[config.mk]
export PLATFORM = sky130hd
export DESIGN_NAME = upg_pos_ctr
export DESIGN_NICKNAME = d
export VERILOG_FILES = /design/src/hdl/upg_pkg.sv /design/src/hdl/upg_pos_ctr.sv
export SDC_FILE = /design/constraint.sdc
export NUM_CORES = 1
export LEC_CHECK = 0
export ABC_AREA = 0
export BUFFER_PORTS_ARGS = -buffer_cell sky130_fd_sc_hd__buf_2
export CORE_ASPECT_RATIO = 1.5
export CORE_MARGIN = 3
export CORE_UTILIZATION = 38
export CTS_CLUSTER_DIAMETER = 120
export DETAILED_ROUTE_END_ITERATION = 6
export SLEW_MARGIN = 20
export SYNTH_ARGS = -nofsm -noshare
export SYNTH_HDL_FRONTEND = slang
export SYNTH_SLANG_ARGS = --single-unit
[constraint.sdc]
create_clock -name i_clk -period 9.7 [get_ports i_clk]
set_input_delay 0.485 -clock i_clk [delete_from_list [all_inputs] [get_ports i_clk]]
set_output_delay 0.485 -clock i_clk [all_outputs]
set_load 0.005 [all_outputs]
[src/hdl/upg_pkg.sv]
package upg_pkg;

    localparam int SAMPLE_W   = 16;
    localparam int SUM_W      = 22;
    localparam int FACTOR_W   = 4;
    localparam int WIDTH_W    = 11;
    localparam int HEIGHT_W   = 13;
    localparam int ROW_W      = 12;
    localparam int CFG_DATA_W = 13;
    localparam int CFG_IDX_W  = 2;
    localparam int FLIM_W     = 5;
    localparam int WLIM_W     = 14;
    localparam int MAX_HEIGHT = 4096;

    typedef enum logic [CFG_IDX_W-1:0] {
        REG_FACTOR_H  = 2'd0,
        REG_FACTOR_W  = 2'd1,
        REG_IN_WIDTH  = 2'd2,
        REG_IN_HEIGHT = 2'd3
    } t_cfg_reg;

    typedef struct packed {
        logic first;
        logic emit;
        logic plane_end;
    } t_pos_info;

endpackage

[src/hdl/upg_pos_ctr.sv]
module upg_pos_ctr #(
    parameter int MAX_WIDTH  = 1024,
    parameter int MAX_FACTOR = 8,
    parameter int AW         = 10,
    parameter int FW         = 3
) (
    input  logic                            i_clk,
    input  logic                            i_rst_n,
    input  logic                            i_cfg_we,
    input  logic [upg_pkg::CFG_IDX_W-1:0]   i_cfg_idx,
    input  logic [upg_pkg::CFG_DATA_W-1:0]  i_cfg_data,
    input  logic                            i_advance,
    output logic [AW-1:0]                   o_addr,
    output upg_pkg::t_pos_info              o_info
);

    logic [upg_pkg::FACTOR_W-1:0] r_factor_h;
    logic [upg_pkg::FACTOR_W-1:0] r_factor_w;
    logic [upg_pkg::WIDTH_W-1:0]  r_in_width;
    logic [upg_pkg::HEIGHT_W-1:0] r_in_height;

    logic [FW-1:0]              r_sub_col;
    logic [AW-1:0]              r_block_col;
    logic [FW-1:0]              r_sub_row;
    logic [upg_pkg::ROW_W-1:0]  r_block_row;

    logic [upg_pkg::FLIM_W-1:0]   fh;
    logic [upg_pkg::FLIM_W-1:0]   fw;
    logic [upg_pkg::WLIM_W-1:0]   w;
    logic [upg_pkg::HEIGHT_W-1:0] h;
    logic last_sc, last_bc, last_sr, last_br;

    always_comb begin
        if (r_factor_h == '0) begin
            fh = upg_pkg::FLIM_W'(1);
        end else if (upg_pkg::FLIM_W'(r_factor_h) > upg_pkg::FLIM_W'(MAX_FACTOR)) begin
            fh = upg_pkg::FLIM_W'(MAX_FACTOR);
        end else begin
            fh = upg_pkg::FLIM_W'(r_factor_h);
        end
        if (r_factor_w == '0) begin
            fw = upg_pkg::FLIM_W'(1);
        end else if (upg_pkg::FLIM_W'(r_factor_w) > upg_pkg::FLIM_W'(MAX_FACTOR)) begin
            fw = upg_pkg::FLIM_W'(MAX_FACTOR);
        end else begin
            fw = upg_pkg::FLIM_W'(r_factor_w);
        end
        if (r_in_width == '0) begin
            w = upg_pkg::WLIM_W'(1);
        end else if (upg_pkg::WLIM_W'(r_in_width) > upg_pkg::WLIM_W'(MAX_WIDTH)) begin
            w = upg_pkg::WLIM_W'(MAX_WIDTH);
        end else begin
            w = upg_pkg::WLIM_W'(r_in_width);
        end
        if (r_in_height == '0) begin
            h = upg_pkg::HEIGHT_W'(1);
        end else if (r_in_height > upg_pkg::HEIGHT_W'(upg_pkg::MAX_HEIGHT)) begin
            h = upg_pkg::HEIGHT_W'(upg_pkg::MAX_HEIGHT);
        end else begin
            h = r_in_height;
        end
        last_sc = (upg_pkg::FLIM_W'(r_sub_col) + upg_pkg::FLIM_W'(1)) >= fw;
        last_sr = (upg_pkg::FLIM_W'(r_sub_row) + upg_pkg::FLIM_W'(1)) >= fh;
        last_bc = (upg_pkg::WLIM_W'(r_block_col) + upg_pkg::WLIM_W'(1)) >= w;
        last_br = (upg_pkg::HEIGHT_W'(r_block_row) + upg_pkg::HEIGHT_W'(1)) >= h;
    end

    assign o_addr           = r_block_col;
    assign o_info.first     = (r_sub_col == '0) && (r_sub_row == '0);
    assign o_info.emit      = last_sc && last_sr;
    assign o_info.plane_end = last_sc && last_sr && last_bc && last_br;

    always_ff @(posedge i_clk) begin
        if (!i_rst_n) begin
            r_factor_h  <= upg_pkg::FACTOR_W'(2);
            r_factor_w  <= upg_pkg::FACTOR_W'(2);
            r_in_width  <= upg_pkg::WIDTH_W'(1024);
            r_in_height <= upg_pkg::HEIGHT_W'(1024);
            r_sub_col   <= '0;
            r_block_col <= '0;
            r_sub_row   <= '0;
            r_block_row <= '0;
        end else begin
            if (i_cfg_we) begin
                unique case (upg_pkg::t_cfg_reg'(i_cfg_idx))
                    upg_pkg::REG_FACTOR_H:  r_factor_h  <= i_cfg_data[upg_pkg::FACTOR_W-1:0];
                    upg_pkg::REG_FACTOR_W:  r_factor_w  <= i_cfg_data[upg_pkg::FACTOR_W-1:0];
                    upg_pkg::REG_IN_WIDTH:  r_in_width  <= i_cfg_data[upg_pkg::WIDTH_W-1:0];
                    upg_pkg::REG_IN_HEIGHT: r_in_height <= i_cfg_data[upg_pkg::HEIGHT_W-1:0];
                    default: ;
                endcase
            end
            if (i_advance) begin
                if (!last_sc) begin
                    r_sub_col <= r_sub_col + FW'(1);
                end else begin
                    r_sub_col <= '0;
                    if (!last_bc) begin
                        r_block_col <= r_block_col + AW'(1);
                    end else begin
                        r_block_col <= '0;
                        if (!last_sr) begin
                            r_sub_row <= r_sub_row + FW'(1);
                        end else begin
                            r_sub_row <= '0;
                            if (!last_br) begin
                                r_block_row <= r_block_row + upg_pkg::ROW_W'(1);
                            end else begin
                                r_block_row <= '0;
                            end
                        end
                    end
                end
            end
        end
    end

endmodule

==> metrics <==
outcome=complete, no violations; final setup fails=0; clock slew seen by the registers of the worst setup and hold paths=50 ps; Core Region=9470 um2; Achievable Freq=~0.25 GHz; Nets=about 520; Max-Slew Margin vs Limit=about a third; Worst Hold Launch=i_cfg_data[12]; fill count=960; Synth Net Count=approximately 500; synth warn=0; startpoint types=flop; cells after synthesis=about 440; final setup margin=between 5000 and 6000 ps; CP arrival=~3500 ps; P_leak=1.83 nW; Final min period=3970 ps; Distinct cells, synth=between 50 and 60; clk_skew=approximately 5.3 ps; Port Buffers=31; ys async rst share=0%; Int Pwr=507 uW; transition time of the tightest slew-check pin=~990 ps; routed wire length=9.01 mm; Seq/Total Area, Yosys=31.8%; Sw Share=between 20 and 30%; row cnt=between 40 and 50; NetSw=171 uW; Max Slew Vio Count=0; crit path capture type=primary output; number of I/O pins=32; setup TNS=0 ps; root buf cell=clkbuf_16; global-route wire length before repair=14.9 mm; RSZ-0062 raised after global routing=no; Inserted Clock Buffers=9; Post-synth EDFFs=0; Final Hold Viols=0; Clk Latency, worst-skew pair=roughly 330 ps; ant diodes=0; crit path launch=r_block_row[0]; layout cell share with drive strength beyond 1=about 13%; post-DR wirelength/cell=roughly 16 um; H-tree Lvls=3; max_cap viols=0; Die H=approximately 130 um; Mapped Area=roughly 3800 um2; post-cts resize count=0; router iterations before antenna repair=6; Synth Register Bits=60; worst r2r src=o_addr[2]; vias per cell=5.53; Crit Path Max Fanout=8; peak supply drop=0.000101 V; Die Area=approximately 11000 um2; setup bufs post-CTS=0; period utilization=approximately two fifths; Die X=87.4 um; R2R Path End=o_addr[2]; GRT Overall Usage=between 15 and 20%; Seq pwr share=38.5%; hold crit path type=input pin to flop; final HPWL from detailed placement=just under 7 mm; fin util=between 40% and 50%; GPL Wtd Cong=between 0.8 and 0.9; clock sink count=60; R2R Setup Slk=slightly above 6000 ps; Comb power frac=between 10% and 20%; Starting Density=between 30% and 40%; Post-Place Setup Slack=6100 ps; initial antenna violation count=0; R2R depth=12; worst path required time=about 9200 ps; pwr/cell area=about 160 nW/um2; clock share of power=50.4%; largest net degree at the start of global routing=65; vias in the first global route=approximately 3.2k; syn avg cell area=~8.6 um2; hold endpoint=r_in_height[12]; Starting DRT DRC Count=between 100 and 150; Synth-to-Final Area Change=12.6%; dominant synthesized flop cell=dfxtp_1; grt total ovfl=0; CTS tree=yes; Antenna Violating Nets Remaining=0; Max clock buf depth=2; via count=3196; CP Class=flop to primary output; Worst Hold Depth=3; hold_buf cts=0; DRC=0
cells in the mapped netlist, types with 4 or more instances:
cell type   n  area (um2)
nand2_1    90         338
dfxtp_1    60        1200
ha_1       38         475
a21boi_0   25         188
and3_1     16         100
nor2_1     16        60.1
nand3_1    13        65.1
o21ai_0    13        65.1
xor2_1     13         114
a21oi_1    11        55.1
clkbuf_1   11        41.3
a211oi_1   10        75.1
inv_1      10        37.5
xnor2_1     9        78.8
mux2i_1     8        80.1
a22o_1      7        61.3
nand3b_1    7        52.6
a21o_1      6        45.0
nor2b_1     6        37.5
o311ai_0    6        52.6
a31oi_1     5        31.3
nand2b_1    5        31.3
buf_6       4        45.0
nor4_1      4        25.0
worst max path at each step:
stage	to	cells after the start	slack (ps)
5_1_grt	o_info[0]	13	5520
6_report	o_info[0]	13	5730
3_3_place_gp	o_info[0]	13	6210
3_5_place_dp	o_info[0]	13	6100
2_1_floorplan	o_info[0]	13	6480
4_1_cts	o_info[0]	13	5730
critical path, stage by stage, from the launching register on:
cell and delay, ps:
dfxtp_1 400, ha_1 250, and3_1 260, and3_2 240, and3_1 260, nand3_1 170
xnor2_1 170, ha_1 310, a21o_1 170, a21o_1 170, a21o_1 260, a21oi_4 270
nor2_1 90, buf_2 130
logic make-up after synthesis:
group | Yosys count | share of synthesized area (%)
DFF | 60 | 31.8
AOI/OAI and AO/OA | 102 | 20.1
buffers and inverters | 32 | 4.64
xor gates and xnor gates | 22 | 5.10
muxes | 8 | 2.12
adders and majority gates | 38 | 12.6
and+or+nand+nor | 179 | 23.6
cells in the final DEF, fill, tap and decap left out, types with 2 or more instances in the layout:
| master | n |
|---|---|
| nand2_1 | 90 |
| dfxtp_1 | 60 |
| ha_1 | 38 |
| buf_2 | 31 |
| a21boi_0 | 25 |
| nor2_1 | 16 |
| and3_1 | 16 |
| xor2_1 | 13 |
| nand3_1 | 13 |
| o21ai_0 | 13 |
| a21oi_1 | 11 |
| inv_1 | 10 |
| a211oi_1 | 10 |
| xnor2_1 | 9 |
| clkbuf_16 | 9 |
| mux2i_1 | 8 |
| a22o_1 | 7 |
| nand3b_1 | 7 |
| nor2b_1 | 6 |
| o311ai_0 | 6 |
| a21o_1 | 6 |
| nand2b_1 | 5 |
| a31oi_1 | 5 |
| nor4_1 | 4 |
| nand4b_1 | 3 |
| and2_1 | 2 |
| or4_1 | 2 |
| o32ai_1 | 2 |
| a41oi_1 | 2 |
| o22ai_1 | 2 |
| nor3_1 | 2 |
| a221oi_2 | 2 |
| o21ai_2 | 2 |
| bufinv_16 | 2 |
| clkinvlp_4 | 2 |
final cells by class:
| class | instances | area (um2) | share of cell area, % |
|---|---|---|---|
| Clock buffer | 10 | 229 | 5.39 |
| Tap cell | 112 | 140 | 3.30 |
| Sequential cell | 60 | 1200 | 28.3 |
| Clock inverter | 6 | 88.8 | 2.09 |
| Multi-Input combinational cell | 349 | 2400 | 56.4 |
| Timing Repair Buffer | 31 | 155 | 3.65 |
| Inverter | 10 | 37.5 | 0.883 |
stage by stage:
step / power, mW / hold WS (ps) / std cells / cell area, um2
5_1_grt: 0.708 / 429 / 578 / 4250
6_report: 0.677 / 403 / 578 / 4250
2_1_floorplan: 0.321 / 443 / 441 / 3780
3_5_place_dp: 0.342 / 478 / 562 / 3930
4_1_cts: 0.686 / 395 / 578 / 4250
3_3_place_gp: 0.340 / 474 / 562 / 3930
flip-flops by register name (all words and copies together) (netlist names):
| signal | cells |
|---|---|
| r_sub_col | 3 |
| r_factor_h | 4 |
| o_addr | 10 |
| r_factor_w | 4 |
| r_sub_row | 3 |
| r_in_height | 13 |
| r_in_width | 11 |
| r_block_row | 12 |
per-layer routing:
layer	part of all wire, %	GRT usage, %	vias to the layer above
met5	0	0	-
met2	53	30.2	48
met4	3.4	9.12	0
li1	-	-	1621
met3	2.8	3.92	22
met1	41	18.7	1505
power groups by stage:
stage	sequential (mW)	combinational [mW]	clock, mW
floorplan	0.264	0.0570	0
global placement	0.266	0.0739	0
detailed placement	0.267	0.0749	0
CTS	0.261	0.0757	0.349
global route	0.262	0.0860	0.360
finish	0.261	0.0749	0.341
Note: power is estimated with default switching activity, not from simulation.
